<file path="src/hw/rtl/shfd_pkg.sv">
// Shared types and constants of the sync-header frame deframer.
// No dependencies; imported by the controller, datapath, top level and checker.
`default_nettype none

package shfd_pkg;

   localparam int HEADER_BYTES = 16;
   localparam int WINDOW_BYTES = HEADER_BYTES - 2;
   localparam int POS_W        = 5;
   localparam int IDX_W        = 4;

   // header byte offsets of the multi-byte fields
   localparam int OFS_SEQ   = 6;
   localparam int OFS_STAMP = 10;
   localparam int OFS_LEN   = 14;

   localparam logic [POS_W-1:0] POS_HUNT     = POS_W'(0);
   localparam logic [POS_W-1:0] POS_SYNC2    = POS_W'(1);
   localparam logic [POS_W-1:0] POS_VERSION  = POS_W'(2);
   localparam logic [POS_W-1:0] POS_LAST_HDR = POS_W'(HEADER_BYTES - 1);
   localparam logic [POS_W-1:0] POS_PAYLOAD  = POS_W'(HEADER_BYTES);

   localparam logic [IDX_W-1:0] REPLAY_LAST  = IDX_W'(WINDOW_BYTES - 1);

   localparam int RSP_DATA_W = 120;
   localparam int CSR_ADDR_W = 2;
   localparam int CSR_DATA_W = 16;

   typedef enum logic [CSR_ADDR_W-1:0] {
      CSR_SYNC_FIRST  = 2'd0,
      CSR_SYNC_SECOND = 2'd1,
      CSR_VERSION     = 2'd2,
      CSR_MAX_PAYLOAD = 2'd3
   } csr_index_type;

   typedef enum logic [1:0] {
      KIND_PAYLOAD = 2'd0,
      KIND_EMPTY   = 2'd1,
      KIND_DISCARD = 2'd2
   } kind_type;

   typedef enum logic {
      ST_RUN,
      ST_REPLAY
   } state_type;

   typedef struct packed {
      logic feed_en;     // push one byte through the hunter this cycle
      logic use_replay;  // byte comes from the stored header window
   } cmd_type;

   typedef struct packed {
      logic can_step;    // result slot free or draining this cycle
      logic reject;      // current input byte completes a header with bad length
      logic replay_done; // replay pointer at last stored byte
   } status_type;

endpackage : shfd_pkg

`default_nettype wire

</file>
<file path="src/hw/rtl/shfd_ctrl.sv">
// Controller of the sync-header frame deframer: run / replay sequencing.
// Depends on shfd_pkg.
`default_nettype none

module shfd_ctrl (
   input  wire logic               clock,
   input  wire logic               reset,
   input  wire logic               req_tvalid,
   output logic                    req_tready,
   input  wire shfd_pkg::status_type status,
   output shfd_pkg::cmd_type       cmd
);
   import shfd_pkg::*;

   state_type state_ff;
   state_type state_in;

   always_ff @(posedge clock) begin
      if (reset) begin
         state_ff <= ST_RUN;
      end else begin
         state_ff <= state_in;
      end
   end

   always_comb begin
      state_in       = state_ff;
      req_tready     = 1'b0;
      cmd.feed_en    = 1'b0;
      cmd.use_replay = 1'b0;
      unique case (state_ff)
         ST_RUN: begin
            req_tready  = status.can_step;
            cmd.feed_en = req_tvalid && status.can_step;
            if (cmd.feed_en && status.reject) begin
               state_in = ST_REPLAY;
            end
         end
         ST_REPLAY: begin
            cmd.use_replay = 1'b1;
            cmd.feed_en    = status.can_step;
            if (status.can_step && status.replay_done) begin
               state_in = ST_RUN;
            end
         end
         default: begin
            state_in = ST_RUN;
         end
      endcase
   end

endmodule : shfd_ctrl

`default_nettype wire

</file>
<file path="src/hw/rtl/shfd_dpath.sv">
// Datapath of the sync-header frame deframer: config registers, header window,
// hunter state, held header fields and the result register. Depends on shfd_pkg.
`default_nettype none

module shfd_dpath (
   input  wire logic                             clock,
   input  wire logic                             reset,
   input  wire logic                             csr_we,
   input  wire logic [shfd_pkg::CSR_ADDR_W-1:0]  csr_addr,
   input  wire logic [shfd_pkg::CSR_DATA_W-1:0]  csr_wdata,
   input  wire logic [7:0]                       req_tdata,
   input  wire shfd_pkg::cmd_type                cmd,
   output shfd_pkg::status_type                  status,
   output logic                                  rsp_tvalid,
   input  wire logic                             rsp_tready,
   output logic [shfd_pkg::RSP_DATA_W-1:0]       rsp_tdata,
   output logic [1:0]                            rsp_tuser,
   output logic                                  rsp_tlast
);
   import shfd_pkg::*;

   // config
   logic [7:0]  sync_first_ff, sync_second_ff, version_ff;
   logic [15:0] max_payload_ff;

   // hunter state
   logic [POS_W-1:0] pos_ff, pos_in;
   logic [15:0]      remain_ff, remain_in;
   logic [15:0]      hunt_cnt_ff, hunt_cnt_in;
   logic [IDX_W-1:0] replay_idx_ff, replay_idx_in;
   logic [7:0]       held_type_ff, held_type_in;
   logic [7:0]       held_flags_ff, held_flags_in;
   logic [31:0]      held_seq_ff, held_seq_in;
   logic [31:0]      held_stamp_ff, held_stamp_in;
   logic [15:0]      held_len_ff, held_len_in;

   // header bytes 2..15, written in order, no reset
   logic [7:0]       window_ff [WINDOW_BYTES];
   logic             win_we;
   logic [IDX_W-1:0] win_idx;
   logic [POS_W-1:0] win_off;

   // result register
   logic             out_valid_ff, out_valid_in;
   kind_type         out_kind_ff;
   logic [7:0]       out_type_ff, out_flags_ff, out_pay_ff;
   logic [31:0]      out_seq_ff, out_stamp_ff;
   logic [15:0]      out_len_ff, out_drop_ff;
   logic             out_last_ff;

   // emission of this step
   logic             emit;
   kind_type         e_kind;
   logic [7:0]       e_pay;
   logic [15:0]      e_drop;
   logic             e_last;

   logic [7:0]       fb;
   logic [15:0]      len_new;
   logic [15:0]      remain_dec;

   always_ff @(posedge clock) begin
      if (reset) begin
         sync_first_ff  <= 8'd165;
         sync_second_ff <= 8'd90;
         version_ff     <= 8'd1;
         max_payload_ff <= 16'd1024;
      end else if (csr_we) begin
         unique case (csr_index_type'(csr_addr))
            CSR_SYNC_FIRST:  sync_first_ff  <= csr_wdata[7:0];
            CSR_SYNC_SECOND: sync_second_ff <= csr_wdata[7:0];
            CSR_VERSION:     version_ff     <= csr_wdata[7:0];
            CSR_MAX_PAYLOAD: max_payload_ff <= csr_wdata;
            default: ;
         endcase
      end
   end

   assign fb         = cmd.use_replay ? window_ff[replay_idx_ff] : req_tdata;
   assign len_new    = {fb, window_ff[OFS_LEN - 2]};
   assign remain_dec = (remain_ff != 16'd0) ? remain_ff - 16'd1 : 16'd0;
   assign win_off    = pos_ff - POS_VERSION;
   assign win_idx    = win_off[IDX_W-1:0];

   always_comb begin
      pos_in        = pos_ff;
      remain_in     = remain_ff;
      hunt_cnt_in   = hunt_cnt_ff;
      held_type_in  = held_type_ff;
      held_flags_in = held_flags_ff;
      held_seq_in   = held_seq_ff;
      held_stamp_in = held_stamp_ff;
      held_len_in   = held_len_ff;
      win_we        = 1'b0;
      emit          = 1'b0;
      e_kind        = KIND_DISCARD;
      e_pay         = 8'd0;
      e_drop        = 16'd0;
      e_last        = 1'b0;

      if (cmd.feed_en) begin
         priority if (pos_ff == POS_PAYLOAD) begin
            remain_in = remain_dec;
            emit      = 1'b1;
            e_kind    = KIND_PAYLOAD;
            e_pay     = fb;
            e_last    = (remain_dec == 16'd0);
            if (remain_dec == 16'd0) begin
               pos_in = POS_HUNT;
            end
         end else if (pos_ff == POS_LAST_HDR) begin
            win_we = 1'b1;
            if (len_new > max_payload_ff) begin
               emit   = 1'b1;
               e_drop = 16'd2;
               pos_in = POS_HUNT;
            end else begin
               held_type_in  = window_ff[1];
               held_flags_in = window_ff[2];
               held_seq_in   = {window_ff[OFS_SEQ+1], window_ff[OFS_SEQ],
                                window_ff[OFS_SEQ-1], window_ff[OFS_SEQ-2]};
               held_stamp_in = {window_ff[OFS_STAMP+1], window_ff[OFS_STAMP],
                                window_ff[OFS_STAMP-1], window_ff[OFS_STAMP-2]};
               held_len_in   = len_new;
               if (len_new == 16'd0) begin
                  emit   = 1'b1;
                  e_kind = KIND_EMPTY;
                  e_last = 1'b1;
                  pos_in = POS_HUNT;
               end else begin
                  remain_in = len_new;
                  pos_in    = POS_PAYLOAD;
               end
            end
         end else if (pos_ff > POS_VERSION) begin
            win_we = 1'b1;
            pos_in = pos_ff + POS_W'(1);
         end else if (pos_ff == POS_VERSION && fb == version_ff) begin
            win_we = 1'b1;
            pos_in = pos_ff + POS_W'(1);
         end else if (pos_ff == POS_SYNC2 && fb == sync_second_ff) begin
            pos_in = POS_VERSION;
         end else begin
            // hunting, or a failed sync/version check that rehunts this byte;
            // the failed-check cases report the one or two bytes already matched as discarded
            if (pos_ff == POS_SYNC2) begin
               emit   = 1'b1;
               e_drop = 16'd1;
            end else if (pos_ff == POS_VERSION) begin
               emit   = 1'b1;
               e_drop = 16'd2;
            end
            if (fb == sync_first_ff) begin
               if (hunt_cnt_ff != 16'd0) begin
                  emit   = 1'b1;
                  e_drop = hunt_cnt_ff;
               end
               hunt_cnt_in = 16'd0;
               pos_in      = POS_SYNC2;
            end else begin
               if (hunt_cnt_ff != 16'hFFFF) begin
                  hunt_cnt_in = hunt_cnt_ff + 16'd1;
               end
               pos_in = POS_HUNT;
            end
         end
      end
   end

   always_comb begin
      replay_idx_in = replay_idx_ff;
      if (cmd.feed_en && cmd.use_replay) begin
         replay_idx_in = (replay_idx_ff == REPLAY_LAST) ? '0 : replay_idx_ff + IDX_W'(1);
      end
   end

   assign out_valid_in = emit ? 1'b1 : (rsp_tready ? 1'b0 : out_valid_ff);

   always_ff @(posedge clock) begin
      if (reset) begin
         pos_ff        <= POS_HUNT;
         remain_ff     <= '0;
         hunt_cnt_ff   <= '0;
         replay_idx_ff <= '0;
         held_type_ff  <= '0;
         held_flags_ff <= '0;
         held_seq_ff   <= '0;
         held_stamp_ff <= '0;
         held_len_ff   <= '0;
         out_valid_ff  <= 1'b0;
      end else begin
         pos_ff        <= pos_in;
         remain_ff     <= remain_in;
         hunt_cnt_ff   <= hunt_cnt_in;
         replay_idx_ff <= replay_idx_in;
         held_type_ff  <= held_type_in;
         held_flags_ff <= held_flags_in;
         held_seq_ff   <= held_seq_in;
         held_stamp_ff <= held_stamp_in;
         held_len_ff   <= held_len_in;
         out_valid_ff  <= out_valid_in;
      end
   end

   always_ff @(posedge clock) begin
      if (win_we) begin
         window_ff[win_idx] <= fb;
      end
   end

   // result payload; header fields are zero on discard reports
   always_ff @(posedge clock) begin
      if (emit) begin
         out_kind_ff  <= e_kind;
         out_type_ff  <= (e_kind != KIND_DISCARD) ? held_type_in  : 8'd0;
         out_flags_ff <= (e_kind != KIND_DISCARD) ? held_flags_in : 8'd0;
         out_seq_ff   <= (e_kind != KIND_DISCARD) ? held_seq_in   : 32'd0;
         out_stamp_ff <= (e_kind != KIND_DISCARD) ? held_stamp_in : 32'd0;
         out_len_ff   <= (e_kind != KIND_DISCARD) ? held_len_in   : 16'd0;
         out_pay_ff   <= e_pay;
         out_drop_ff  <= e_drop;
         out_last_ff  <= e_last;
      end
   end

   assign status.can_step    = !out_valid_ff || rsp_tready;
   assign status.reject      = (pos_ff == POS_LAST_HDR) && (len_new > max_payload_ff);
   assign status.replay_done = (replay_idx_ff == REPLAY_LAST);

   assign rsp_tvalid = out_valid_ff;
   assign rsp_tuser  = out_kind_ff;
   assign rsp_tlast  = out_last_ff;
   assign rsp_tdata  = {out_drop_ff, out_pay_ff, out_len_ff, out_stamp_ff, out_seq_ff,
                        out_flags_ff, out_type_ff};

endmodule : shfd_dpath

`default_nettype wire

</file>
<file path="src/hw/rtl/sync_header_frame_deframer.sv">
// Channel  | Dir | Signals                          | Content
// req      | in  | req_tvalid/tready/tdata[7:0]      | one received stream byte per beat
// rsp      | out | rsp_tvalid/tready/tdata/tuser/tlast | one result per beat
// csr      | in  | csr_we/addr[1:0]/wdata[15:0]      | register write, no handshake
//
// One byte per cycle while the result slot drains; every byte makes at most one result.
// A rejected length replays the 14 stored header bytes at one per cycle while the result
// slot drains; req_tready stays low during the replay.
// The result register is the only buffer: req_tready falls when a result is held and
// rsp_tready is low. Reset is synchronous; all but the window and result data reset.
// Depends on shfd_pkg, shfd_ctrl, shfd_dpath.
`default_nettype none

module sync_header_frame_deframer (
   input  wire logic                             clock,
   input  wire logic                             reset,
   // config
   input  wire logic                             csr_we,
   input  wire logic [shfd_pkg::CSR_ADDR_W-1:0]  csr_addr,
   input  wire logic [shfd_pkg::CSR_DATA_W-1:0]  csr_wdata,
   // byte stream in
   input  wire logic                             req_tvalid,
   output logic                                  req_tready,
   input  wire logic [7:0]                       req_tdata,  // data_byte
   // results out
   output logic                                  rsp_tvalid,
   input  wire logic                             rsp_tready,
   // frame_type[7:0], frame_flags[15:8], sequence_number[47:16],
   // time_stamp[79:48], payload_length[95:80], payload_value[103:96],
   // drop_count[119:104]
   output logic [shfd_pkg::RSP_DATA_W-1:0]       rsp_tdata,
   output logic [1:0]                            rsp_tuser,  // result_kind
   output logic                                  rsp_tlast   // last_of_frame
);
   import shfd_pkg::*;

   cmd_type    cmd;
   status_type status;

   // sequencer: normal byte intake vs. header replay after a length reject
   shfd_ctrl u_ctrl (
      .clock      (clock),
      .reset      (reset),
      .req_tvalid (req_tvalid),
      .req_tready (req_tready),
      .status     (status),
      .cmd        (cmd)
   );

   // hunter, header capture, payload tagging and result register
   shfd_dpath u_dpath (
      .clock      (clock),
      .reset      (reset),
      .csr_we     (csr_we),
      .csr_addr   (csr_addr),
      .csr_wdata  (csr_wdata),
      .req_tdata  (req_tdata),
      .cmd        (cmd),
      .status     (status),
      .rsp_tvalid (rsp_tvalid),
      .rsp_tready (rsp_tready),
      .rsp_tdata  (rsp_tdata),
      .rsp_tuser  (rsp_tuser),
      .rsp_tlast  (rsp_tlast)
   );

endmodule : sync_header_frame_deframer

`default_nettype wire

</file>
<file path="config.mk">
export PLATFORM = sky130hd
export DESIGN_NAME = sync_header_frame_deframer
export DESIGN_NICKNAME = d
export VERILOG_FILES = /design/src/hw/rtl/shfd_pkg.sv /design/src/hw/rtl/shfd_ctrl.sv /design/src/hw/rtl/shfd_dpath.sv /design/src/hw/rtl/sync_header_frame_deframer.sv
export SDC_FILE = /design/constraint.sdc
export NUM_CORES = 1
export LEC_CHECK = 0
export BUFFER_PORTS_ARGS = -buffer_cell sky130_fd_sc_hd__buf_2
export CAP_MARGIN = 20
export CORE_ASPECT_RATIO = 1.4
export CORE_MARGIN = 2
export CORE_UTILIZATION = 30
export CTS_BUF_LIST = sky130_fd_sc_hd__clkbuf_2
export DETAILED_ROUTE_END_ITERATION = 10
export PLACE_DENSITY = 0.55
export SLEW_MARGIN = 20
export SYNTH_ARGS = -nofsm -noshare
export SYNTH_HDL_FRONTEND = slang
export SYNTH_SLANG_ARGS = --single-unit
</file>
<file path="constraint.sdc">
create_clock -name clock -period 9.8 [get_ports clock]
set_input_delay 0.49 -clock clock [delete_from_list [all_inputs] [get_ports clock]]
set_output_delay 0.49 -clock clock [all_outputs]
set_load 0.05 [all_outputs]
</file>
* Word level (Yosys, flattened, before mapping)
Memories as Yosys holds them, arrays and structs flattened. A register that Yosys moved wholly into a read port is not among the register bits. Cells that the tools add are included.
Storage, ports and cells: register bits after elaboration 302, RAM bits 112, input port bits 31, output and inout port bits 125, word-level logic and storage cells 165, memories kept 1
Memories:
- u_dpath.window_ff | depth 14, width 8, rd ports 12, clocked after Yosys merged registers in 1, write ports 1, line shfd_dpath.sv:38 | logic [7:0] window_ff [WINDOW_BYTES];
Cells by class: $add $sub $neg 5, order comparisons 2, eq/ne operators 16, multiplexer cells 84, bitwise logic cells 7, reductions and logical operators 26
Operators with widths (count):
- $mux 16 | 18
- $mux 32 | 8
- $mux 8 | 9
- $mux 5 | 8
- $logic_not 16->1 | 2
- $reduce_bool 16->1 | 2
- $mux 1 | 29
- $eq 8x8->1 | 3
- $add 16x1->16 const B | 1
- $gt 16x16->1 | 1
- $ne 16x16->1 const B | 1
- $sub 16x1->16 const B | 1
- $mux 2 | 7
- $mux 4 | 3
- $reduce_and 2->1 | 6
- $logic_and 1x1->1 | 7
- $not 1->1 | 7
- $reduce_and 7->1 | 1
- $reduce_bool 2->1 | 3
- $add 5x1->5 const B | 1
- $eq 5x1->1 const B | 1
- $eq 5x2->1 const B | 1
- $eq 5x4->1 const B | 1
- $eq 5x5->1 const B | 1
- other kinds (14) | 18

* Longest topological paths before layout
Gate-level depths: netlist of run 1.
word-level depth 12, depth in mapped cells 20, gate-level depth less buffers 16

* By module
From an unflattened synthesis of run 1, not the netlist that was laid out.
Unflattened totals: cell total of the unflattened synthesis 1611, area total of the unflattened synthesis 18995.7 sq um
By module, submodules not included:
- shfd_dpath | times used 1, cells an instance 1604, area each 18924.4 sq um, sequential area each 11180.7 sq um
- shfd_ctrl | times used 1, cells an instance 7, area each 71.3 sq um, sequential area each 20.0 sq um

* Worst setup path before layout of run 1
OpenSTA, ideal clock, no wires.
path type reg-to-reg, start reg with a tool-made name, end reg u_dpath.out_drop_ff[0] (enable), setup time 646 ps, arrival time 9095 ps, required time 9154 ps, path slack 60 ps, cell stages (with the launch flop) 17, path buffers 2, clock period less this slack 9740 ps, path through dfxtp_1 > buf_6 > buf_12 > mux4_1 > mux2i_2 > mux2i_1 > mux2i_1 > inv_1 > ha_1 > nand4_1 > nor2_1 > a21oi_1 > nand3_1 > a21o_1 > nand3_1 > a21oi_1 > a21oi_1
RTL lines:
- end signal, assigned | line shfd_dpath.sv:221 | out_drop_ff <= e_drop;
- end, declared | line shfd_dpath.sv:48 | logic [15:0] out_len_ff, out_drop_ff;

==> impl_metrics.prom, run 1 <==
# TYPE chip_impl_metric gauge
chip_impl_metric{name="synth-edff-count",unit=""} 251
chip_impl_metric{name="final.setup.tns",unit="ns"} 0
chip_impl_metric{name="syn-cell-area",unit="sq um"} 18400
chip_impl_metric{name="cells_after_synth",unit=""} 1531
chip_impl_metric{name="crit_required",unit="ns"} 10.46
chip_impl_metric{name="grt_start_max_net_pins",unit=""} 101
chip_impl_metric{name="regArea",unit="sq um"} 11200
chip_impl_metric{name="avgSynthCellArea",unit="sq um"} 12.0
chip_impl_metric{name="die_height",unit="um"} 297
chip_impl_metric{name="maxSlewHeadroom",unit="%"} 28.6
chip_impl_info{name="final_common_cell",value="nor2_1"} 1
chip_impl_info{name="status",value="completed"} 1
chip_impl_metric{name="worst_setup_hold_path_clk_slew",unit="ns"} 0.12
chip_impl_metric{name="skew",unit="ns"} 0.0989
chip_impl_metric{name="grt_pass1_vias",unit=""} 13300
chip_impl_metric{name="wl_met3",unit="mm"} 2.74
chip_impl_info{name="dr.max_layer_used",value="met4"} 1
chip_impl_info{name="synth_top_cells_by_area",value="edfxtp_1, dfxtp_1, mux2i_1"} 1
chip_impl_metric{name="gp_congestion",unit=""} 0.898
chip_impl_metric{name="cellPowerDensity",unit="nW/um^2"} 150
chip_impl_metric{name="drive_above_1_share",unit="%"} 21.1
chip_impl_metric{name="met1_wire_length",unit="mm"} 20.1
chip_impl_metric{name="drt_pass1_iterations",unit=""} 5
chip_impl_info{name="synth_top_flop_cell",value="edfxtp_1"} 1
chip_impl_metric{name="layout.filler_cells",unit=""} 6170
chip_impl_metric{name="io_buffer_count",unit=""} 155
chip_impl_metric{name="dieArea",unit="sq um"} 63300
chip_impl_metric{name="drt-wirelength-per-cell",unit="um"} 19.9
chip_impl_metric{name="num_io_pins",unit=""} 156
chip_impl_metric{name="final_min_period_over_clock_period",unit="%"} 72.4
chip_impl_metric{name="core_area",unit="sq um"} 60800
chip_impl_metric{name="cp_data_arrival_time",unit="ns"} 7.76
chip_impl_metric{name="crit_path_max_fanout",unit=""} 55
chip_impl_metric{name="dr_wl_met2",unit="mm"} 28.0
chip_impl_metric{name="drc",unit=""} 0
chip_impl_info{name="root_buffer",value="clkbuf_2"} 1
chip_impl_metric{name="drt_wl_total",unit="mm"} 53.1
chip_impl_metric{name="proportion_of_synthesized_chip_area_in_sequential_cells",unit="%"} 60.9
chip_impl_metric{name="gr_usage_total",unit="%"} 16.8
chip_impl_info{name="start_kind",value="flop"} 1
chip_impl_metric{name="asyncSetResetFlopFracSynth",unit="%"} 0
chip_impl_metric{name="total_number_of_vias",unit=""} 12900
chip_impl_metric{name="detailed_place_hpwl",unit="mm"} 37.7
chip_impl_info{name="critical_path.endpoint_type",value="flop"} 1
chip_impl_info{name="highest_count_cells_in_the_layout_ignoring_fill_and_taps",value="nor2_1, edfxtp_1, dfxtp_1"} 1
chip_impl_metric{name="floorplan.initialDensity",unit="%"} 30.3
chip_impl_metric{name="dp_worst_setup_slack",unit="ns"} 2.76
chip_impl_metric{name="finalCoreUtilization",unit="%"} 35.2
chip_impl_metric{name="total_power",unit="mW"} 3.22
chip_impl_metric{name="cts_htree_levels",unit=""} 3
chip_impl_metric{name="netlist.area_leader.share",unit="%"} 41.0
chip_impl_metric{name="max-vdd-ir-drop",unit="mV"} 0.0683
chip_impl_metric{name="placement.cell_area",unit="sq um"} 20000
chip_impl_metric{name="grt.overflow.total",unit=""} 0
chip_impl_metric{name="timing.final.setup_violations",unit=""} 0
chip_impl_metric{name="yosysWarnings",unit=""} 0
chip_impl_metric{name="synthesis_to_layout_area_growth",unit="%"} 16.3
chip_impl_metric{name="insertion_delay",unit="ns"} 1.12
chip_impl_metric{name="antenna_violating_nets_post_route",unit=""} 0
chip_impl_metric{name="final_period_minus_worst_setup_slack",unit="ns"} 7.10
chip_impl_metric{name="achievable-frequency",unit="GHz"} 0.141
chip_impl_metric{name="first_iteration_detailed_routing_drc_count",unit=""} 760
chip_impl_metric{name="cts_inserted_buffers",unit=""} 99
chip_impl_metric{name="num_rows",unit=""} 107
chip_impl_metric{name="number_of_antenna_violations_at_the_first_check_in_global_routing",unit=""} 1
chip_impl_metric{name="yosys.cell_types.count",unit=""} 74
chip_impl_metric{name="avgViaCountPerCell",unit=""} 4.81
chip_impl_metric{name="postSynthNetCount",unit=""} 1588
chip_impl_metric{name="finalHoldViolations",unit=""} 0
chip_impl_metric{name="cts_sinks",unit=""} 434
chip_impl_metric{name="postCtsSetupRepairBufs",unit=""} 0
chip_impl_info{name="rsz0062_at_grt",value="false"} 1
chip_impl_metric{name="power_leakage",unit="nW"} 8.23
chip_impl_info{name="yosys.area.top_type",value="edfxtp_1"} 1
chip_impl_metric{name="timing_worst_slew_pin_value",unit="ns"} 1.06
chip_impl_metric{name="max_cap_violations",unit=""} 0
chip_impl_metric{name="maxSlewViolCount",unit=""} 0
chip_impl_metric{name="synth_seq_cells",unit=""} 434
chip_impl_metric{name="count_of_nets_after_finishing",unit=""} 1827
chip_impl_info{name="worstSetupPathType",value="reg -> reg"} 1
chip_impl_info{name="tritoncts",value="yes"} 1
chip_impl_metric{name="chipWidth",unit="um"} 213
chip_impl_metric{name="postLayoutSetupSlackWorst",unit="ns"} 2.70
chip_impl_metric{name="final_cell_area",unit="sq um"} 21400
chip_impl_metric{name="grt_pass1_wl",unit="mm"} 79.8
chip_impl_metric{name="multi_input_area",unit="sq um"} 6700
chip_impl_info{name="hold_path.class",value="in -> reg"} 1
chip_impl_metric{name="clock_path_buffers",unit=""} 3
## worst max-delay path, stage by stage, from the launching register on
cell	delay, ns
dfxtp_1	0.90
buf_4	0.45
mux4_1	0.64
mux2i_2	0.38
mux2i_1	0.16
mux2i_1	0.67
inv_1	0.54
ha_1	0.46
nand4_1	0.09
nor2_1	0.17
nand2_1	0.08
a21boi_0	0.19
inv_1	0.09
nand3_1	0.20
a21oi_1	0.16
a21oi_4	0.71
buf_4	0.68
## layer usage
| metal | GRT usage [%] | vias up |
|---|---|---|
| li1 | - | 6027 |
| met1 | 18.5 | 6312 |
| met2 | 30.4 | 403 |
| met3 | 3.27 | 116 |
| met4 | 8.86 | 0 |
| met5 | 0 | - |
## synth_stat cells, types with 16 or more instances
| cell type | n |
|---|---|
| a211oi_1 | 18 |
| clkbuf_1 | 50 |
| mux2i_1 | 112 |
| nor4_1 | 16 |
| dfxtp_1 | 183 |
| and3_1 | 21 |
| nor2_1 | 255 |
| inv_1 | 43 |
| xor2_1 | 34 |
| mux4_2 | 17 |
| nand2_1 | 122 |
| xnor2_1 | 28 |
| and2_1 | 23 |
| nand3_1 | 21 |
| o21ai_0 | 33 |
| nor3_1 | 23 |
| edfxtp_1 | 251 |
| a21oi_1 | 67 |
| ha_1 | 26 |
## state kept, by name, summed over array words and instances (netlist names), 16 cells and up, named ones only
| register | cells |
|---|---|
| u_dpath.held_len_ff | 16 |
| u_dpath.held_seq_ff | 32 |
| u_dpath.held_stamp_ff | 32 |
| u_dpath.hunt_cnt_ff | 16 |
| u_dpath.max_payload_ff | 16 |
| u_dpath.out_drop_ff | 16 |
| u_dpath.out_len_ff | 16 |
| u_dpath.out_seq_ff | 32 |
| u_dpath.out_stamp_ff | 32 |
| u_dpath.remain_ff | 16 |
| u_dpath.window_ff | 128 |
## logic make-up (layout without fill, tap and decap cells)
group | after synthesis | count (layout) | synth area share (%)
AND/OR/NAND/NOR | 542 | 542 | 13.4
flip-flops | 434 | 434 | 60.9
AO/OA/AOI/OAI | 185 | 185 | 6.53
multiplexers | 161 | 161 | 11.6
buffers and inverters | 121 | 447 | 2.90
XOR/XNOR | 62 | 62 | 2.95
adder cells (fa/ha/maj) | 26 | 26 | 1.77
other | 0 | 1 | 0
## timing repair
| action | 4_1_cts | 5_1_grt |
|---|---|---|
| gates resized for setup | 0 | 0 |
| hold buffers | 46 | 0 |
| endpoints found under the hold margin | 80 | 0 |
## final timing paths
kind	start	to	slack (ns)	depth (start not counted)
hold / removal	req_tdata[6]	u_dpath.held_len_ff[14]	0.14	5
setup reg to reg	flop	u_dpath.out_stamp_ff[0]	2.70	16
setup / recovery	flop	u_dpath.out_stamp_ff[0]	2.70	16
hold reg to reg	u_dpath.max_payload_ff[7]	u_dpath.max_payload_ff[7]	0.47	2
## through the flow
| step | hold slack (ns) | cells |
|---|---|---|
| after global placement | 0.448 | 2439 |
| final | 0.136 | 2675 |
| after CTS | 0.0185 | 2673 |
| after floorplan | 0.436 | 1531 |
| after global routing | 0.0665 | 2675 |
| after detailed placement | 0.452 | 2439 |
## power breakdown
part,internal [mW],total (mW),switching [mW]
clock,0.445,1.17,0.728
combinational,0.0387,0.111,0.0720
sequential,1.92,1.93,0.0103
## final cells by class
class                   count  area share, %
clock inverters            36          0.854
flip-flops and latches    434           52.3
clock buffers             152           3.55
repair buffers            215           6.39
well taps                 817           4.78
multi-input cells         976           31.3
diodes                      1         0.0117
inverters                  44          0.772
No activity file was read; power rests on OpenSTA's default activity.
==> run 2: changes to the inputs <==
--- a/config.mk
+++ b/config.mk
@@ -12,7 +12,7 @@
 export CORE_UTILIZATION = 30
 export CTS_BUF_LIST = sky130_fd_sc_hd__clkbuf_2
 export DETAILED_ROUTE_END_ITERATION = 10
-export PLACE_DENSITY = 0.55
+export PLACE_DENSITY = 0.54
 export SLEW_MARGIN = 20
 export SYNTH_ARGS = -nofsm -noshare
 export SYNTH_HDL_FRONTEND = slang
==> constraint.sdc (replaced) <==
create_clock -name clock -period 6.8 [get_ports clock]
set_input_delay 0.34 -clock clock [delete_from_list [all_inputs] [get_ports clock]]
set_output_delay 0.34 -clock clock [all_outputs]
set_load 0.05 [all_outputs]
==> impl_metrics.prom, run 2 (synthesis results as in run 1) <==
# TYPE chip_impl_metric gauge
chip_impl_info{name="status",value="completed"} 1
chip_impl_metric{name="final.setup.tns",unit="ns"} 0
chip_impl_metric{name="floorplan.initialDensity",unit="%"} 30.3
chip_impl_metric{name="layout.filler_cells",unit=""} 6142
chip_impl_metric{name="largest_reg_flops",unit=""} 128
chip_impl_info{name="final_common_cell",value="nor2_1"} 1
chip_impl_metric{name="synthesis_to_layout_area_growth",unit="%"} 18.8
chip_impl_metric{name="max_cap_violations",unit=""} 0
chip_impl_metric{name="insertion_delay",unit="ns"} 1.10
chip_impl_metric{name="multi_input_area",unit="sq um"} 6710
chip_impl_metric{name="final_period_minus_worst_setup_slack",unit="ns"} 6.25
chip_impl_metric{name="avgViaCountPerCell",unit=""} 4.82
chip_impl_metric{name="max-vdd-ir-drop",unit="mV"} 0.105
chip_impl_metric{name="timing_worst_slew_pin_value",unit="ns"} 1.10
chip_impl_metric{name="cellPowerDensity",unit="nW/um^2"} 217
chip_impl_metric{name="antenna_violating_nets_post_route",unit=""} 0
chip_impl_metric{name="num_rows",unit=""} 107
chip_impl_metric{name="total_number_of_vias",unit=""} 13100
chip_impl_metric{name="chipWidth",unit="um"} 213
chip_impl_info{name="rsz0062_at_grt",value="false"} 1
chip_impl_info{name="worstPathCellList",value="buf_4 -> mux4_1 -> mux2i_2 -> mux2i_1 -> mux2i_1 -> inv_1 -> ha_1 -> nand4_1 -> nor2_1 -> a21oi_1 -> a21boi_0 -> inv_1 -> nand2_1 -> a41oi_1 -> dlygate4sd3_1 -> nor3_1 -> dlygate4sd3_1"} 1
chip_impl_metric{name="regArea",unit="sq um"} 11200
chip_impl_metric{name="crit_required",unit="ns"} 7.77
chip_impl_metric{name="grt_start_max_net_pins",unit=""} 98
chip_impl_metric{name="drt_wl_total",unit="mm"} 54.8
chip_impl_metric{name="dieArea",unit="sq um"} 63300
chip_impl_metric{name="num_io_pins",unit=""} 156
chip_impl_info{name="largest-register",value="u_dpath.window_ff"} 1
chip_impl_metric{name="timing.final.setup_violations",unit=""} 0
chip_impl_metric{name="maxSlewHeadroom",unit="%"} 26.4
chip_impl_metric{name="final_min_period_over_clock_period",unit="%"} 91.9
chip_impl_metric{name="drt-wirelength-per-cell",unit="um"} 20.2
chip_impl_metric{name="count_of_nets_after_finishing",unit=""} 1867
chip_impl_metric{name="cp_data_arrival_time",unit="ns"} 7.22
chip_impl_metric{name="drc",unit=""} 0
chip_impl_metric{name="drt_pass1_iterations",unit=""} 5
chip_impl_metric{name="grt_pass1_wl",unit="mm"} 82.6
chip_impl_metric{name="maxSlewViolCount",unit=""} 0
chip_impl_metric{name="gp_congestion",unit=""} 0.918
chip_impl_metric{name="first_iteration_detailed_routing_drc_count",unit=""} 749
chip_impl_metric{name="hold_buffers",unit=""} 73
chip_impl_metric{name="placement.cell_area",unit="sq um"} 20100
chip_impl_metric{name="die_height",unit="um"} 297
chip_impl_metric{name="clock_path_buffers",unit=""} 3
chip_impl_metric{name="final_cell_area",unit="sq um"} 21800
chip_impl_metric{name="finalHoldViolations",unit=""} 0
chip_impl_info{name="tritoncts",value="yes"} 1
chip_impl_metric{name="drive_above_1_share",unit="%"} 21.7
chip_impl_metric{name="io_buffer_count",unit=""} 155
chip_impl_metric{name="number_of_antenna_violations_at_the_first_check_in_global_routing",unit=""} 1
chip_impl_metric{name="hold-worst-slack",unit="ns"} 0.154
chip_impl_info{name="critical-path-slowest-cell",value="mux2i_1"} 1
chip_impl_info{name="worstSetupPathType",value="reg -> reg"} 1
chip_impl_metric{name="cts_sinks",unit=""} 434
chip_impl_metric{name="cts_htree_levels",unit=""} 3
chip_impl_metric{name="grt_pass1_vias",unit=""} 13500
chip_impl_metric{name="worst_setup_hold_path_clk_slew",unit="ns"} 0.13
chip_impl_info{name="hold_path.class",value="in -> reg"} 1
chip_impl_metric{name="power_leakage",unit="nW"} 8.46
chip_impl_metric{name="cts_inserted_buffers",unit=""} 104
chip_impl_metric{name="crit_path_max_fanout",unit=""} 18
chip_impl_info{name="start_kind",value="flop"} 1
chip_impl_metric{name="core_area",unit="sq um"} 60800
chip_impl_info{name="root_buffer",value="clkbuf_2"} 1
chip_impl_metric{name="postCtsSetupRepairBufs",unit=""} 0
chip_impl_metric{name="detailed_place_hpwl",unit="mm"} 37.8
chip_impl_metric{name="achievable-frequency",unit="GHz"} 0.160
chip_impl_metric{name="skew",unit="ns"} 0.124
chip_impl_info{name="critical_path.endpoint_type",value="flop"} 1
chip_impl_info{name="worstHoldStart",value="req_tdata[1]"} 1
chip_impl_metric{name="gr_usage_total",unit="%"} 17.4
chip_impl_metric{name="cts_resized",unit=""} 0
chip_impl_metric{name="grt.overflow.total",unit=""} 0
chip_impl_metric{name="max_stage_delay",unit="ns"} 0.82
chip_impl_info{name="highest_count_cells_in_the_layout_ignoring_fill_and_taps",value="nor2_1, edfxtp_1, dfxtp_1"} 1
## run 2: cell count changes in the layout (fill, tap and decap cells not counted), sizes merged
cell         delta
clkinv          -7
clkbuf         +11
clkinvlp        -1
dlygate4sd3    +27
bufinv          +1
buf             +8
## run 2: report_power, final
group | switching, mW | internal, mW
clock | 1.07 | 0.712
sequential | 0.0151 | 2.77
combinational | 0.112 | 0.0657
total | 1.20 | 3.55
## run 2: cell type report
class                           count  area share [%]
Antenna cell                        1          0.0115
Clock buffer                      163            3.73
Clock inverter                     29           0.802
Inverter                           44           0.756
Multi-Input combinational cell    976            30.7
Sequential cell                   434            51.3
Tap cell                          817            4.68
Timing Repair Buffer              250            8.01
## run 2: worst max-delay path: cells and delay by family, from the launching register on
family          cells  cell delay [ns]
fa+ha+maj           1             0.53
buf+inv             5             2.27
mux                 4             2.04
simple gates        4             0.45
flops               1             0.35
compound gates      3             0.48
## run 2: layer usage
layer	routed length, um	global-route usage, %	vias to the layer above
met4	2180	8.42	0
met2	28700	31.7	390
met1	21400	19.4	6430
li1	-	-	6131
met5	0	0	-
met3	2520	2.87	126
## run 2: final timing paths
path                                                  end  slack (ns)  depth (start not counted)
worst max-delay path                      u_ctrl.state_ff        0.55                         17
worst min-delay path               u_dpath.held_len_ff[9]        0.15                          6
worst max register to register            u_ctrl.state_ff        0.55                         17
worst min register to register  u_dpath.max_payload_ff[1]        0.47                          2
## run 2: stage by stage
stage	instances	power (mW)	worst slack, ns	utilization [%]
global route	2714	4.98	0.407	35.9
global placement	2448	2.99	0.930	33.1
detailed placement	2448	2.99	0.863	33.1
finish	2714	4.75	0.553	35.9
floorplan	1531	2.92	1.14	-
CTS	2713	4.83	0.669	35.9
